`src/sv/abvi_pkg.sv`:
```
`timescale 1ns / 1ps
// ---------------------------------------------------------------------------
// abvi_pkg
// shared types and constants of the first-vcl idr detector
// ---------------------------------------------------------------------------
package abvi_pkg;

    localparam int CFG_IDX_W  = 2;
    localparam int CFG_DATA_W = 1;

    // configuration register indexes
    localparam logic [CFG_IDX_W-1:0] CFG_CODEC_SELECT       = 2'd0;
    localparam logic [CFG_IDX_W-1:0] CFG_REQUIRE_PARAM_SETS = 2'd1;

    typedef enum logic {
        CODEC_H264 = 1'b0,
        CODEC_H265 = 1'b1
    } codec_t;

    // h.264 nal unit types
    localparam logic [4:0] H264_SLICE_LO  = 5'd1;
    localparam logic [4:0] H264_SLICE_HI  = 5'd4;
    localparam logic [4:0] H264_IDR       = 5'd5;
    localparam logic [4:0] H264_SPS       = 5'd7;
    localparam logic [4:0] H264_PPS       = 5'd8;
    localparam logic [4:0] H264_AUX_SLICE = 5'd19;
    localparam logic [4:0] H264_EXT_SLICE = 5'd20;
    localparam logic [4:0] H264_3D_SLICE  = 5'd21;

    // h.265 nal unit types
    localparam logic [5:0] H265_IDR_W_RADL = 6'd19;
    localparam logic [5:0] H265_IDR_N_LP   = 6'd20;
    localparam logic [5:0] H265_VCL_MAX    = 6'd31;
    localparam logic [5:0] H265_VPS        = 6'd32;
    localparam logic [5:0] H265_SPS        = 6'd33;
    localparam logic [5:0] H265_PPS        = 6'd34;

    localparam logic [1:0] ZERO_RUN_MAX = 2'd2;
    localparam logic [7:0] BYTE_ZERO    = 8'h00;
    localparam logic [7:0] BYTE_ONE     = 8'h01;

    typedef struct packed {
        logic seen_vps;
        logic seen_sps;
        logic seen_pps;
    } param_seen_t;

    typedef struct packed {
        logic decides;
        logic idr;
        logic set_vps;
        logic set_sps;
        logic set_pps;
    } hdr_class_t;

    typedef struct packed {
        logic is_idr;
        logic found_vcl;
    } result_t;

endpackage

```
`src/sv/abvi_ifs.sv`:
```
`timescale 1ns / 1ps
// ---------------------------------------------------------------------------
// abvi channel interfaces
// byte input, result output and configuration write channels
// ---------------------------------------------------------------------------
interface abvi_byte_if;
    logic       valid;
    logic       ready;
    logic [7:0] data_byte;
    logic       last_byte;

    modport source (output valid, output data_byte, output last_byte, input ready);
    modport sink   (input valid, input data_byte, input last_byte, output ready);
endinterface

interface abvi_result_if;
    logic valid;
    logic ready;
    logic is_idr;
    logic found_vcl;

    modport source (output valid, output is_idr, output found_vcl, input ready);
    modport sink   (input valid, input is_idr, input found_vcl, output ready);
endinterface

interface abvi_cfg_if import abvi_pkg::*; ();
    logic                  valid;
    logic                  ready;
    logic [CFG_IDX_W-1:0]  index;
    logic [CFG_DATA_W-1:0] data;

    modport source (output valid, output index, output data, input ready);
    modport sink   (input valid, input index, input data, output ready);
endinterface

```
`src/sv/annexb_first_vcl_idr_detector_core.sv`:
```
`timescale 1ns / 1ps
// ---------------------------------------------------------------------------
// annexb_first_vcl_idr_detector_core
// finds the first vcl nal of an annex b buffer and reports whether it is idr
// ---------------------------------------------------------------------------
// usage
//   byte_in carries one buffer byte per request, last_byte set on the final
//   byte. result carries at most one request per buffer: is_idr and
//   found_vcl at the first vcl nal header, or 0/0 at the last byte when no
//   vcl nal was seen. cfg writes codec_select (index 0) and
//   require_param_sets (index 1); it is always ready; the user must write it
//   only while no bytes are in flight, and nothing in the block enforces this.
//   throughput: one byte per cycle while result is not stalled, set by the
//   single input register stage feeding the result register.
//   the deciding byte passes the input register and then the result
//   register before its result appears on result.
//   reset clears the buffer state, both config registers and both stages.
//   when result stalls with a result held, bytes that give no result keep
//   flowing; a byte in the input register that would also produce a result
//   waits there, and byte_in drops ready until result is taken.
// ---------------------------------------------------------------------------
module annexb_first_vcl_idr_detector_core
    import abvi_pkg::*;
(
    input  logic          clk,
    input  logic          rst_n,
    abvi_byte_if.sink     byte_in,
    abvi_result_if.source result,
    abvi_cfg_if.sink      cfg
);

    codec_t  codec_reg, codec_next;
    logic    require_reg, require_next;

    logic    out_valid_reg, out_valid_next;
    result_t out_reg;

    logic    res_valid;
    logic    out_free;
    logic    load;
    result_t res;

    assign cfg.ready = 1'b1;

    always_comb
    begin
        codec_next   = codec_reg;
        require_next = require_reg;
        if (cfg.valid)
        begin
            unique case (cfg.index)
                CFG_CODEC_SELECT:       codec_next   = codec_t'(cfg.data[0]);
                CFG_REQUIRE_PARAM_SETS: require_next = cfg.data[0];
                default:                ;
            endcase
        end
    end

    abvi_parser u_parser (
        .clk                (clk),
        .rst_n              (rst_n),
        .in_valid           (byte_in.valid),
        .in_ready           (byte_in.ready),
        .in_byte            (byte_in.data_byte),
        .in_last            (byte_in.last_byte),
        .codec              (codec_reg),
        .require_param_sets (require_reg),
        .res_valid          (res_valid),
        .res_ready          (out_free),
        .res                (res)
    );

    assign out_free       = !out_valid_reg || result.ready;
    assign load           = res_valid && out_free;
    assign out_valid_next = load ? 1'b1 : (result.ready ? 1'b0 : out_valid_reg);

    always_ff @(posedge clk or negedge rst_n)
    begin
        if (!rst_n)
        begin
            codec_reg     <= CODEC_H264;
            require_reg   <= 1'b0;
            out_valid_reg <= 1'b0;
        end
        else
        begin
            codec_reg     <= codec_next;
            require_reg   <= require_next;
            out_valid_reg <= out_valid_next;
        end
    end

    always_ff @(posedge clk)
    begin
        if (load)
            out_reg <= res;
    end

    assign result.valid     = out_valid_reg;
    assign result.is_idr    = out_reg.is_idr;
    assign result.found_vcl = out_reg.found_vcl;

`ifndef NO_ASSERTIONS
    // input backpressure only comes from a held result
    a_stall_cause: assert property (@(posedge clk) disable iff (!rst_n)
        !byte_in.ready |-> (result.valid && !result.ready))
        else $error("byte input stalled without a held result");

    // an end-of-buffer result never claims idr
    a_no_idr_without_vcl: assert property (@(posedge clk) disable iff (!rst_n)
        (result.valid && !result.found_vcl) |-> !result.is_idr)
        else $error("is_idr set on a result without a vcl nal");

    // a result loaded while the receiver takes the old one stays valid
    a_load_valid: assert property (@(posedge clk) disable iff (!rst_n)
        load |=> result.valid)
        else $error("loaded result not presented");
`endif

endmodule

```
`src/sv/abvi_classify.sv`:
```
`timescale 1ns / 1ps
// ---------------------------------------------------------------------------
// abvi_classify
// nal header classification for h.264 and h.265 with parameter set gating
// ---------------------------------------------------------------------------
module abvi_classify
    import abvi_pkg::*;
(
    input  logic [7:0]  hdr,
    input  codec_t      codec,
    input  logic        require_param_sets,
    input  param_seen_t seen,
    output hdr_class_t  cls
);

    logic [4:0] type_264;
    logic [5:0] type_265;
    logic       gate_264;
    logic       gate_265;

    assign type_264 = hdr[4:0];
    assign type_265 = hdr[6:1];
    assign gate_264 = !require_param_sets || (seen.seen_sps && seen.seen_pps);
    assign gate_265 = !require_param_sets ||
                      (seen.seen_vps && seen.seen_sps && seen.seen_pps);

    always_comb
    begin
        cls = '0;
        if (codec == CODEC_H264)
        begin
            case (type_264) inside
                H264_IDR:
                begin
                    cls.decides = 1'b1;
                    cls.idr     = gate_264;
                end
                [H264_SLICE_LO:H264_SLICE_HI], H264_AUX_SLICE, H264_EXT_SLICE,
                H264_3D_SLICE:
                    cls.decides = 1'b1;
                H264_SPS:
                    cls.set_sps = 1'b1;
                H264_PPS:
                    cls.set_pps = 1'b1;
                default:
                    cls = '0;
            endcase
        end
        else
        begin
            case (type_265) inside
                H265_IDR_W_RADL, H265_IDR_N_LP:
                begin
                    cls.decides = 1'b1;
                    cls.idr     = gate_265;
                end
                [6'd0:H265_VCL_MAX]:
                    cls.decides = 1'b1;
                H265_VPS:
                    cls.set_vps = 1'b1;
                H265_SPS:
                    cls.set_sps = 1'b1;
                H265_PPS:
                    cls.set_pps = 1'b1;
                default:
                    cls = '0;
            endcase
        end
    end

endmodule

```
`src/sv/abvi_parser.sv`:
```
`timescale 1ns / 1ps
// ---------------------------------------------------------------------------
// abvi_parser
// input byte register, start code tracking and per-buffer decision state
// ---------------------------------------------------------------------------
module abvi_parser
    import abvi_pkg::*;
(
    input  logic       clk,
    input  logic       rst_n,
    input  logic       in_valid,
    output logic       in_ready,
    input  logic [7:0] in_byte,
    input  logic       in_last,
    input  codec_t     codec,
    input  logic       require_param_sets,
    output logic       res_valid,
    input  logic       res_ready,
    output result_t    res
);

    logic        s1_valid_reg, s1_valid_next;
    logic [7:0]  s1_byte_reg;
    logic        s1_last_reg;

    logic [1:0]  zero_run_reg, zero_run_next;
    logic        header_next_reg, header_next_next;
    param_seen_t seen_reg, seen_next;
    logic        decided_reg, decided_next;

    hdr_class_t  cls;
    logic        hdr_now;
    logic        decide_now;
    logic        emit;
    logic        advance;
    logic        accept;

    abvi_classify u_classify (
        .hdr                (s1_byte_reg),
        .codec              (codec),
        .require_param_sets (require_param_sets),
        .seen               (seen_reg),
        .cls                (cls)
    );

    assign hdr_now    = !decided_reg && header_next_reg;
    assign decide_now = hdr_now && cls.decides;
    // a last byte with no decision yet closes the buffer with a not-found result
    assign emit       = s1_valid_reg && (decide_now || (s1_last_reg && !decided_reg));
    assign advance    = s1_valid_reg && (!emit || res_ready);
    assign in_ready   = !s1_valid_reg || advance;
    assign accept     = in_valid && in_ready;

    assign res_valid     = emit;
    assign res.is_idr    = decide_now && cls.idr;
    assign res.found_vcl = decide_now;

    always_comb
    begin
        s1_valid_next    = accept ? 1'b1 : (advance ? 1'b0 : s1_valid_reg);
        zero_run_next    = zero_run_reg;
        header_next_next = header_next_reg;
        seen_next        = seen_reg;
        decided_next     = decided_reg;
        if (advance)
        begin
            if (!decided_reg)
            begin
                if (header_next_reg)
                begin
                    header_next_next  = 1'b0;
                    zero_run_next     = '0;
                    seen_next.seen_vps = seen_reg.seen_vps || cls.set_vps;
                    seen_next.seen_sps = seen_reg.seen_sps || cls.set_sps;
                    seen_next.seen_pps = seen_reg.seen_pps || cls.set_pps;
                    decided_next      = cls.decides;
                end
                else if (s1_byte_reg == BYTE_ZERO)
                begin
                    if (zero_run_reg != ZERO_RUN_MAX)
                        zero_run_next = zero_run_reg + 2'd1;
                end
                else
                begin
                    header_next_next = (s1_byte_reg == BYTE_ONE) &&
                                       (zero_run_reg == ZERO_RUN_MAX);
                    zero_run_next    = '0;
                end
            end
            if (s1_last_reg)
            begin
                zero_run_next    = '0;
                header_next_next = 1'b0;
                seen_next        = '0;
                decided_next     = 1'b0;
            end
        end
    end

    always_ff @(posedge clk or negedge rst_n)
    begin
        if (!rst_n)
        begin
            s1_valid_reg    <= 1'b0;
            zero_run_reg    <= '0;
            header_next_reg <= 1'b0;
            seen_reg        <= '0;
            decided_reg     <= 1'b0;
        end
        else
        begin
            s1_valid_reg    <= s1_valid_next;
            zero_run_reg    <= zero_run_next;
            header_next_reg <= header_next_next;
            seen_reg        <= seen_next;
            decided_reg     <= decided_next;
        end
    end

    always_ff @(posedge clk)
    begin
        if (accept)
        begin
            s1_byte_reg <= in_byte;
            s1_last_reg <= in_last;
        end
    end

endmodule
```
`src/flat_wrapper.sv`:
```
// flat-port wrapper written by rule: the top's interface ports become plain ports
module annexb_first_vcl_idr_detector_core_flat import abvi_pkg::*;
  (clk, rst_n, byte_in_valid, byte_in_data_byte, byte_in_last_byte, byte_in_ready, result_valid, result_is_idr, result_found_vcl, result_ready, cfg_valid, cfg_index, cfg_data, cfg_ready);
  abvi_byte_if byte_in_i ();
  abvi_result_if result_i ();
  abvi_cfg_if cfg_i ();
  input  logic clk;
  input  logic rst_n;
  input wire logic [$bits(byte_in_i.valid)-1:0] byte_in_valid;
  input wire logic [$bits(byte_in_i.data_byte)-1:0] byte_in_data_byte;
  input wire logic [$bits(byte_in_i.last_byte)-1:0] byte_in_last_byte;
  output wire logic [$bits(byte_in_i.ready)-1:0] byte_in_ready;
  output wire logic [$bits(result_i.valid)-1:0] result_valid;
  output wire logic [$bits(result_i.is_idr)-1:0] result_is_idr;
  output wire logic [$bits(result_i.found_vcl)-1:0] result_found_vcl;
  input wire logic [$bits(result_i.ready)-1:0] result_ready;
  input wire logic [$bits(cfg_i.valid)-1:0] cfg_valid;
  input wire logic [$bits(cfg_i.index)-1:0] cfg_index;
  input wire logic [$bits(cfg_i.data)-1:0] cfg_data;
  output wire logic [$bits(cfg_i.ready)-1:0] cfg_ready;
  assign byte_in_i.valid = byte_in_valid;
  assign byte_in_i.data_byte = byte_in_data_byte;
  assign byte_in_i.last_byte = byte_in_last_byte;
  assign byte_in_ready = byte_in_i.ready;
  assign result_valid = result_i.valid;
  assign result_is_idr = result_i.is_idr;
  assign result_found_vcl = result_i.found_vcl;
  assign result_i.ready = result_ready;
  assign cfg_i.valid = cfg_valid;
  assign cfg_i.index = cfg_index;
  assign cfg_i.data = cfg_data;
  assign cfg_ready = cfg_i.ready;
  annexb_first_vcl_idr_detector_core u_core (.clk(clk), .rst_n(rst_n), .byte_in(byte_in_i), .result(result_i), .cfg(cfg_i));
endmodule
```
`config.mk`:
```
export PLATFORM = sky130hd
export DESIGN_NAME = annexb_first_vcl_idr_detector_core_flat
export DESIGN_NICKNAME = d
export VERILOG_FILES = /design/src/sv/abvi_pkg.sv /design/src/sv/abvi_ifs.sv /design/src/sv/annexb_first_vcl_idr_detector_core.sv /design/src/sv/abvi_classify.sv /design/src/sv/abvi_parser.sv /design/src/flat_wrapper.sv
export SDC_FILE = /design/constraint.sdc
export NUM_CORES = 1
export LEC_CHECK = 0
export ABC_CLOCK_PERIOD_IN_PS = 2400
export BUFFER_PORTS_ARGS = -buffer_cell sky130_fd_sc_hd__buf_2
export CORE_MARGIN = 5
export CORE_UTILIZATION = 53
export CTS_CLUSTER_DIAMETER = 80
export DETAILED_ROUTE_END_ITERATION = 10
export PLACE_DENSITY_LB_ADDON = 0.3
export REMOVE_ABC_BUFFERS = 1
export SLEW_MARGIN = 20
export SYNTH_ARGS = -nofsm -noshare
export SYNTH_HDL_FRONTEND = slang
export SYNTH_SLANG_ARGS = --single-unit
```
`constraint.sdc`:
```
create_clock -name clk -period 2.4 [get_ports clk]
set_input_delay 0 -clock clk [delete_from_list [all_inputs] [get_ports clk]]
set_output_delay 0 -clock clk [all_outputs]
set_load 0.01 [all_outputs]
```
==> flow_summary.yaml, run 1 <==
detailed_routing:
  via_per_inst: 5.51
  ant_nets: 0
  drt-total-wl_mm: 2.17
  wl_per_cell_um: 13.9
  vias: 859
  drt_iter0_drc: 12
  drc_errors: 0
  drt_pre_antenna_iters: 4
global_route:
  grt_pass1_wl_mm: 3.84
  grt.total_usage_pct: 15.2
  grt_max_degree: 14
  grt_pass1_vias: 874
  grt_overflow_total: 0
  grt_antenna_before_repair: 0
power:
  clkPwrFrac_pct: 33.7
  leakage_nw: 0.565
  p_per_area_mw_per_mm2: 586
  irDropWorstVdd_uv: 482
  internal-power_mw: 0.649
  p_sw_share_pct: 22.9
  power_frac_seq_pct: 53.2
  switching_power_mw: 0.192
  combPwrFrac_pct: 13.1
floorplan:
  io_pins: 22
  core_region_area_sq_mm: 0.00215
  fp.dieH_um: 56.8
  start_util_pct: 54.0
  rows: 17
  die_area_sq_mm: 0.00323
  die_w_um: 56.8
critical_path:
  endpoint_kind: "flip-flop"
  cp-start-kind: "flip-flop"
  worstPathMaxFanout: 9
  required_ps: 2390
  critPathArrivalTime_ps: 2030
  worstSetupPathType: "reg -> reg"
synth:
  synth_top_flop_cell: "edfxtp_1"
  yosysSeqAreaShare_pct: 52.2
  syn_area_sq_mm: 0.00116
  yosys_warnings: 0
  synthArstFlopShare_pct: 50.0
  synth-edff-count: 11
  synthCells: 96
  synth_commonest_cells: "11 x dfrtp_1, 11 x edfxtp_1, 7 x nand2b_1"
  synth.ff_latch_count: 22
  synthTopCellsByArea: "edfxtp_1 28%, dfrtp_1 24%, nand2b_1 3.8%"
  synth_cell_types: 46
  synth_top_area_share_pct: 28.4
  avgSynthCellArea_sq_um: 12.1
  yosysTopAreaCell: "edfxtp_1"
clocking:
  ctsRootBufferMaster: "clkbuf_4"
  clkLatencyLatePin_ps: 320
  cts_tree: "done"
  post_cts_buffers: 0
  cts.sinks: 22
  numCtsBuffers: 3
  clk_pin_slew_worst_paths_ps: 120
  htreeDepth: 1
  clock_path_buffers: 2
timing:
  tns_ps: 0
  fin_worst_skew_ps: 8.30
  finalSetupViolCount: 0
  hold_slack_ps: 51.4
  fmax_mhz: 490
  worst_slack_ps: 357
  rsz0062_at_grt: "false"
  fin_crit_sh_pct: 85.1
  drv_slew: 0
  finalHoldViolations: 0
  fin_crit_ps: 2040
layout:
  area_delta_synth_final_pct: 23.6
  drive_above_1_share_pct: 31.3
  post-route-cell-area_sq_mm: 0.00144
  largest_reg_flops: 8
  fillers: 170
  antenna_cells: 0
  nets: 147
  fin_cells: 156
status:
  outcome: "finished, final reports clean"
placement:
  placed_area_sq_mm: 0.00126
  globalplace.congestion: 0.793
  pre_cts_ws_ps: 378
  place_hpwl_mm: 1.61
  numPortBuffers: 20
  dp.cells: 140
flow_run:
  maxCapViolations: 0
min_path:
  hp-class: "in -> reg"
==> metrics by stage <==
| stage | util (%) | power [mW] |
|---|---|---|
| 3_5_place_dp | 58.8 | 0.551 |
| 2_1_floorplan | - | 0.513 |
| 5_1_grt | 66.8 | 0.879 |
| 6_report | 66.8 | 0.842 |
| 4_1_cts | 66.8 | 0.845 |
| 3_3_place_gp | 58.8 | 0.547 |
==> cell families (layout without fill, tap and decap cells) <==
family	after synthesis	after routing	share of synthesized area [%]
AND/OR/NAND/NOR	39	39	21.1
adder cells (fa/ha/maj)	1	1	1.08
multiplexers	3	3	2.91
AO/OA/AOI/OAI	23	23	18.5
other	1	1	0.323
buffers and inverters	7	39	3.88
flip-flops	22	22	52.2
==> cells in the final DEF, fill, tap and decap left out, types with 3 or more instances in the layout <==
cell type,Yosys,layout
buf_2,0,20
clkbuf_4,0,3
dfrtp_1,11,11
dlygate4sd3_1,0,12
edfxtp_1,11,11
inv_1,3,3
mux2_2,3,3
nand2_1,6,6
nand2b_1,7,7
nand3_1,3,3
nor2_1,4,4
==> power by group through the flow <==
stage                     Clock, mW  Combinational (mW)  Sequential (mW)
after floorplan                   0              0.0635            0.450
after global placement            0              0.0931            0.454
after detailed placement          0              0.0961            0.455
after CTS                     0.287               0.111            0.447
after global routing          0.305               0.122            0.452
final                         0.284               0.110            0.448
==> worst max-delay path: stages, from the launching register on <==
cell       delay, ps
edfxtp_1         520
a211oi_1         440
a2111oi_2        150
o21ai_2          220
o21a_1           380
==> per-layer routing <==
metal,track usage [%],vias up,part of all wire (%)
met5,0,-,0
met4,5.96,0,1.7
met3,3.45,5,5.8
met2,26.2,21,48
met1,18.3,407,44
li1,-,426,-
==> path summary, 6_finish.rpt <==
path	cells past startpoint	from	endpoint	slack (ps)
max in group asynchronous	2	rst_n	u_core.u_parser.seen_reg[2]	2120
max	4	u_core.u_parser.s1_byte_reg[2]	u_core.u_parser.s1_byte_reg[1]	360
max reg2reg	4	u_core.u_parser.s1_byte_reg[2]	u_core.u_parser.s1_byte_reg[1]	360
min in group asynchronous	2	rst_n	u_core.u_parser.s1_valid_reg	70
min reg2reg	2	u_core.u_parser.seen_reg[0]	u_core.u_parser.seen_reg[0]	500
min	3	cfg_index[0]	u_core.require_reg	50
==> repair_timing <==
item	CTS	global route
hold buffers	12	0
hold endpoints to repair	23	0
gates resized for setup	0	0
==> area by class of cell <==
cell class,instances,area [sq um],share of cell area [%]
clock buffer,3,22.5,1.57
clock inverter,1,30.0,2.09
inverter,3,11.3,0.785
multi-input combinational,67,510,35.6
sequential,22,606,42.2
tap,28,35.0,2.44
timing repair buffer,32,220,15.3
No activity file was read; power rests on OpenSTA's default activity.
==> inputs of run 2 (changes only) <==
--- a/config.mk
+++ b/config.mk
@@ -5,10 +5,10 @@
 export SDC_FILE = /design/constraint.sdc
 export NUM_CORES = 1
 export LEC_CHECK = 0
-export ABC_CLOCK_PERIOD_IN_PS = 2400
+export ABC_CLOCK_PERIOD_IN_PS = 1700
 export BUFFER_PORTS_ARGS = -buffer_cell sky130_fd_sc_hd__buf_2
 export CORE_MARGIN = 5
-export CORE_UTILIZATION = 53
+export CORE_UTILIZATION = 48
 export CTS_CLUSTER_DIAMETER = 80
 export DETAILED_ROUTE_END_ITERATION = 10
 export PLACE_DENSITY_LB_ADDON = 0.3
==> constraint.sdc (replaced) <==
create_clock -name clk -period 1.7 [get_ports clk]
set_input_delay 0 -clock clk [delete_from_list [all_inputs] [get_ports clk]]
set_output_delay 0 -clock clk [all_outputs]
set_load 0.01 [all_outputs]
==> run 2 against run 1 <==
Net effect:
- the run now ends with setup timing left
- non-clock buffer count up 27
- critical endpoint is now byte_in_ready
- critical path type is now reg -> out
- clock power is 10% lower
- sequential share of layout area shrank 7.6 points
- cell count increased by 18%
- flip-flop and latch count unchanged
- critical path depth increased by 2
- via count grew 19%
- hold slack worse by 5.3 ps
- clock skew rose by 2.5 ps
- utilization rose by 11 points
- register-to-register slack got worse by 490 ps
==> flow_summary.yaml, run 2 (synthesis gave the netlist of run 1 again) <==
min_path:
  whs_endpoint: "u_core.require_reg"
  worstHoldStart: "cfg_valid"
  hp-class: "in -> reg"
  hold_depth: 3
critical_path:
  required_ps: 1700
  worstSetupPathType: "reg -> out"
  endpoint_kind: "output port"
  rrSetupSlack_ps: -130
  reg2reg_depth: 4
  cp-start-kind: "flip-flop"
  critPathArrivalTime_ps: 1970
  r2r-start: "u_core.u_parser.s1_byte_reg[4]"
  r2r-end: "u_core.result.is_idr"
  worstPathMaxFanout: 5
timing:
  fin_crit_sh_pct: 116
  finalHoldViolations: 0
  finalSetupViolCount: 15
  fin_worst_skew_ps: 10.8
  fin_crit_ps: 1970
  worst_slack_ps: -266
  fmax_mhz: 509
  drv_slew: 0
  hold_slack_ps: 46.1
  rsz0062_at_grt: "true"
detailed_routing:
  via_per_inst: 5.57
  wl_per_cell_um: 17.2
  drt_iter0_drc: 24
  drc_errors: 0
  drt-total-wl_mm: 3.16
  vias: 1025
  drt_pre_antenna_iters: 4
  ant_nets: 0
clocking:
  numCtsBuffers: 3
  cts_tree: "done"
  clock_path_buffers: 2
  clkLatencyLatePin_ps: 320
  ctsRootBufferMaster: "clkbuf_4"
  cts.sinks: 22
  clk_pin_slew_worst_paths_ps: 110
  htreeDepth: 1
floorplan:
  fp.dieH_um: 59.2
  rows: 17
  start_util_pct: 51.5
  core_region_area_sq_mm: 0.00225
  die_w_um: 59.2
  die_area_sq_mm: 0.00350
  io_pins: 22
layout:
  multiInputGateArea_sq_um: 622
  fin_cells: 184
  regArea_sq_um: 607
  nets: 175
  post-route-cell-area_sq_mm: 0.00175
  layout_common_cells: "20 x buf_2, 19 x buf_4, 12 x dlygate4sd3_1"
  area_delta_synth_final_pct: 51.1
  drive_above_1_share_pct: 50.6
  antenna_cells: 0
  final_common_cell: "buf_2"
  largest_reg_flops: 8
  fillers: 146
flow_run:
  maxCapViolations: 0
global_route:
  grtUsageMet3_pct: 4.14
  grt_pass1_vias: 1058
  use_met1_pct: 21.4
  busiest_layer: "met2"
  grt_pass1_wl_mm: 4.73
  grt_overflow_total: 0
  grtUsageMet2_pct: 30.9
  grt_antenna_before_repair: 0
  grt.total_usage_pct: 18.4
  grt_max_degree: 13
status:
  violations: "setup timing"
  outcome: "finished, violations left"
power:
  leakage_nw: 0.711
  power.total_mw: 1.16
  p_per_area_mw_per_mm2: 660
  irDropWorstVdd_uv: 607
placement:
  numPortBuffers: 20
  globalplace.congestion: 0.884
  dp.cells: 156
  place_hpwl_mm: 1.86
  placed_area_sq_mm: 0.00138
run 2: worst max-delay path by stage:
| stage | start | endpoint | cells after the start |
|---|---|---|---|
| after floorplan | u_core.u_parser.s1_byte_reg[0] | u_core.u_parser.s1_byte_reg[0] | 4 |
| after global placement | u_core.u_parser.s1_byte_reg[1] | u_core.u_parser.s1_byte_reg[5] | 4 |
| after detailed placement | u_core.u_parser.s1_byte_reg[1] | u_core.u_parser.s1_byte_reg[3] | 4 |
| after CTS | u_core.codec_reg | byte_in_ready | 6 |
| after global routing | u_core.u_parser.header_next_reg | byte_in_ready | 6 |
| final | u_core.codec_reg | byte_in_ready | 6 |
run 2: metrics by stage:
stage / utilization [%] / TNS (ps) / setup slack (ps)
global route: 77.8 / -2580 / -353
finish: 77.8 / -1470 / -266
CTS: 74.2 / -869 / -250
global placement: 61.3 / -406 / -33.5
detailed placement: 61.3 / -1420 / -126
floorplan: - / -863 / -95.9
run 2: layer usage:
metal | share of wire (%) | wire length [um]
met1 | 40 | 1260
met2 | 53 | 1680
met3 | 3.9 | 123
met4 | 3.2 | 102
met5 | 0 | 0
run 2: worst max-delay path: stages (launching register included):
cell and delay (ps):
dfrtp_2 460, a21bo_2 240, a2111oi_4 370, o21ai_2 100, buf_4 150, or2_1 190
buf_2 140
run 2: cell type report:
| cell class | count | area share (%) |
|---|---|---|
| clock buffer | 4 | 1.50 |
| timing repair buffer | 59 | 25.8 |
| inverter | 3 | 0.642 |
| multi-input combinational | 68 | 35.4 |
| tap | 28 | 2.00 |
| sequential | 22 | 34.6 |
run 2: repair_timing:
item / in CTS / in global routing
setup buffers: 10 / 4
gates cloned: 0 / 1
setup endpoints to repair: 15 / 16
hold buffers: 12 / 0
endpoints found under the hold margin: 23 / 0
gates resized for setup: 13 / 16
pin swaps: 8 / 12
run 2: where the power goes:
group	switching, mW	internal, mW
combinational	0.127	0.151
clock	0.163	0.0919
sequential	0.0281	0.596
total	0.319	0.839
==> inputs of run 3 (changes only) <==
--- a/config.mk
+++ b/config.mk
@@ -8,11 +8,12 @@
 export ABC_CLOCK_PERIOD_IN_PS = 1700
 export BUFFER_PORTS_ARGS = -buffer_cell sky130_fd_sc_hd__buf_2
 export CORE_MARGIN = 5
-export CORE_UTILIZATION = 48
+export CORE_UTILIZATION = 40
 export CTS_CLUSTER_DIAMETER = 80
 export DETAILED_ROUTE_END_ITERATION = 10
 export PLACE_DENSITY_LB_ADDON = 0.3
 export REMOVE_ABC_BUFFERS = 1
+export SETUP_SLACK_MARGIN = 0.1
 export SLEW_MARGIN = 20
 export SYNTH_ARGS = -nofsm -noshare
 export SYNTH_HDL_FRONTEND = slang
==> run 3 against run 2 <==
Net effect:
- the flow still finishes with violations (setup timing)
- combinational power fell by 12%
- setup slack improved by 18 ps
- non-clock buffer count fell by 4
- die area rose by 16%
- maximum frequency rose by 0.94%
==> flow_summary.yaml, run 3 (synthesis gave the netlist of run 1 again) <==
status:
  outcome: "finished, violations left"
  violations: "setup timing"
power:
  internal-power_mw: 0.968
  p_per_area_mw_per_mm2: 745
  power_frac_seq_pct: 49.3
  irDropWorstVdd_uv: 533
  clkPwrFrac_pct: 31.4
  p_sw_share_pct: 23.6
  leakage_nw: 0.696
  combPwrFrac_pct: 19.3
  switching_power_mw: 0.299
critical_path:
  worstPathMaxFanout: 4
  worstSetupPathType: "reg -> out"
  required_ps: 1700
  cp-start-kind: "flip-flop"
  reg2reg_depth: 4
  critPathArrivalTime_ps: 1950
  r2r-end: "u_core.result.is_idr"
  endpoint_kind: "output port"
  rrSetupSlack_ps: -140
  r2r-start: "u_core.codec_reg"
flow_run:
  maxCapViolations: 0
placement:
  dp.cells: 159
  globalplace.congestion: 0.778
  placed_area_sq_mm: 0.00139
  numPortBuffers: 20
  place_hpwl_mm: 1.80
global_route:
  grt_antenna_before_repair: 0
  grt_max_degree: 14
  grt_pass1_vias: 992
  grt_overflow_total: 0
  grt_pass1_wl_mm: 4.63
  grt.total_usage_pct: 14.2
detailed_routing:
  met1Wirelength_mm: 1.15
  drc_errors: 0
  wl_per_cell_um: 14.7
  drt-total-wl_mm: 2.68
  ant_nets: 0
  drt_iter0_drc: 22
  drt_pre_antenna_iters: 4
  vias: 958
  maxUsedRoutingLayer: "met4"
  wl_met3_um: 149
  via_per_inst: 5.23
  met2WireLength_mm: 1.35
timing:
  fin_crit_sh_pct: 115
  fmax_mhz: 513
  fin_worst_skew_ps: 6.48
  drv_slew: 0
  finalHoldViolations: 0
  worst_slack_ps: -247
  fin_crit_ps: 1950
  rsz0062_at_grt: "true"
  finalSetupViolCount: 15
clocking:
  clock_path_buffers: 2
  numCtsBuffers: 3
  cts.sinks: 22
  clkLatencyLatePin_ps: 310
  cts_tree: "done"
  ctsRootBufferMaster: "clkbuf_4"
  clk_pin_slew_worst_paths_ps: 130
  htreeDepth: 1
layout:
  largest_reg_flops: 8
  area_delta_synth_final_pct: 46.6
  fillers: 218
  regArea_sq_um: 607
  multiInputGateArea_sq_um: 596
  post-route-cell-area_sq_mm: 0.00170
  layout_common_cells: "22 x buf_4, 20 x buf_2, 12 x dlygate4sd3_1"
  antenna_cells: 0
  final_common_cell: "buf_4"
  nets: 171
  fin_cells: 183
  drive_above_1_share_pct: 47.4
floorplan:
  core_region_area_sq_mm: 0.00276
  die_area_sq_mm: 0.00408
  die_w_um: 63.9
  start_util_pct: 42.1
  io_pins: 22
  fp.dieH_um: 63.9
  rows: 19
min_path:
  worstHoldStart: "cfg_valid"
  hold_depth: 3
  hp-class: "in -> reg"
  whs_endpoint: "u_core.require_reg"
-- run 3: power groups by stage --
stage                     registers, mW  logic [mW]  clock network, mW
after floorplan                   0.635      0.0896                  0
after global placement            0.629       0.187                  0
after detailed placement          0.630       0.191                  0
after CTS                         0.619       0.246              0.416
after global routing              0.629       0.269              0.432
final                             0.624       0.245              0.398
-- run 3: critical path, stage by stage (launching register included) --
cell and delay [ps]:
dfrtp_1 450, a21bo_4 270, a2111oi_4 350, o21ai_2 100, buf_4 150, or2_1 190
buf_2 140
-- run 3: metrics by stage --
stage	worst slack [ps]	utilization, %	hold slack [ps]	total power, mW	setup TNS [ps]
floorplan	-95.9	-	-296	0.725	-863
finish	-247	61.7	43.7	1.27	-1300
detailed placement	-126	50.3	-110	0.822	-1240
global route	-361	61.7	40.5	1.33	-2500
CTS	-236	60.6	27.7	1.28	-1020
global placement	-46.1	50.3	-110	0.816	-508
-- run 3: layer usage --
layer	GRT usage (%)	vias to the layer above
li1	-	473
met1	17.8	454
met2	23.9	27
met3	3.50	4
met4	4.68	0
met5	0	-
-- run 3: worst max-delay path by stage --
stage	start	endpoint	slack [ps]
6_report	u_core.u_parser.header_next_reg	byte_in_ready	-250
4_1_cts	u_core.u_parser.s1_byte_reg[1]	byte_in_ready	-240
2_1_floorplan	u_core.u_parser.s1_byte_reg[0]	u_core.u_parser.s1_byte_reg[0]	-100
5_1_grt	u_core.u_parser.header_next_reg	byte_in_ready	-360
3_5_place_dp	u_core.u_parser.s1_byte_reg[1]	u_core.u_parser.s1_byte_reg[1]	-130
3_3_place_gp	u_core.u_parser.s1_byte_reg[1]	u_core.u_parser.s1_byte_reg[5]	-50
-- run 3: area by class of cell --
class	count	area share, %
Multi-Input combinational cell	68	35.0
Timing Repair Buffer	55	23.3
Clock buffer	3	1.32
Tap cell	31	2.28
Inverter	3	0.662
Clock inverter	1	1.76
Sequential cell	22	35.7
-- run 3: repair_timing --
item | 4_1_cts | 5_1_grt
hold endpoints to repair | 23 | 0
hold buffers | 12 | 0
gates cloned | 1 | 0
setup buffers | 7 | 2
setup endpoints to repair | 17 | 17
resized for setup | 9 | 7
pin swaps | 5 | 4
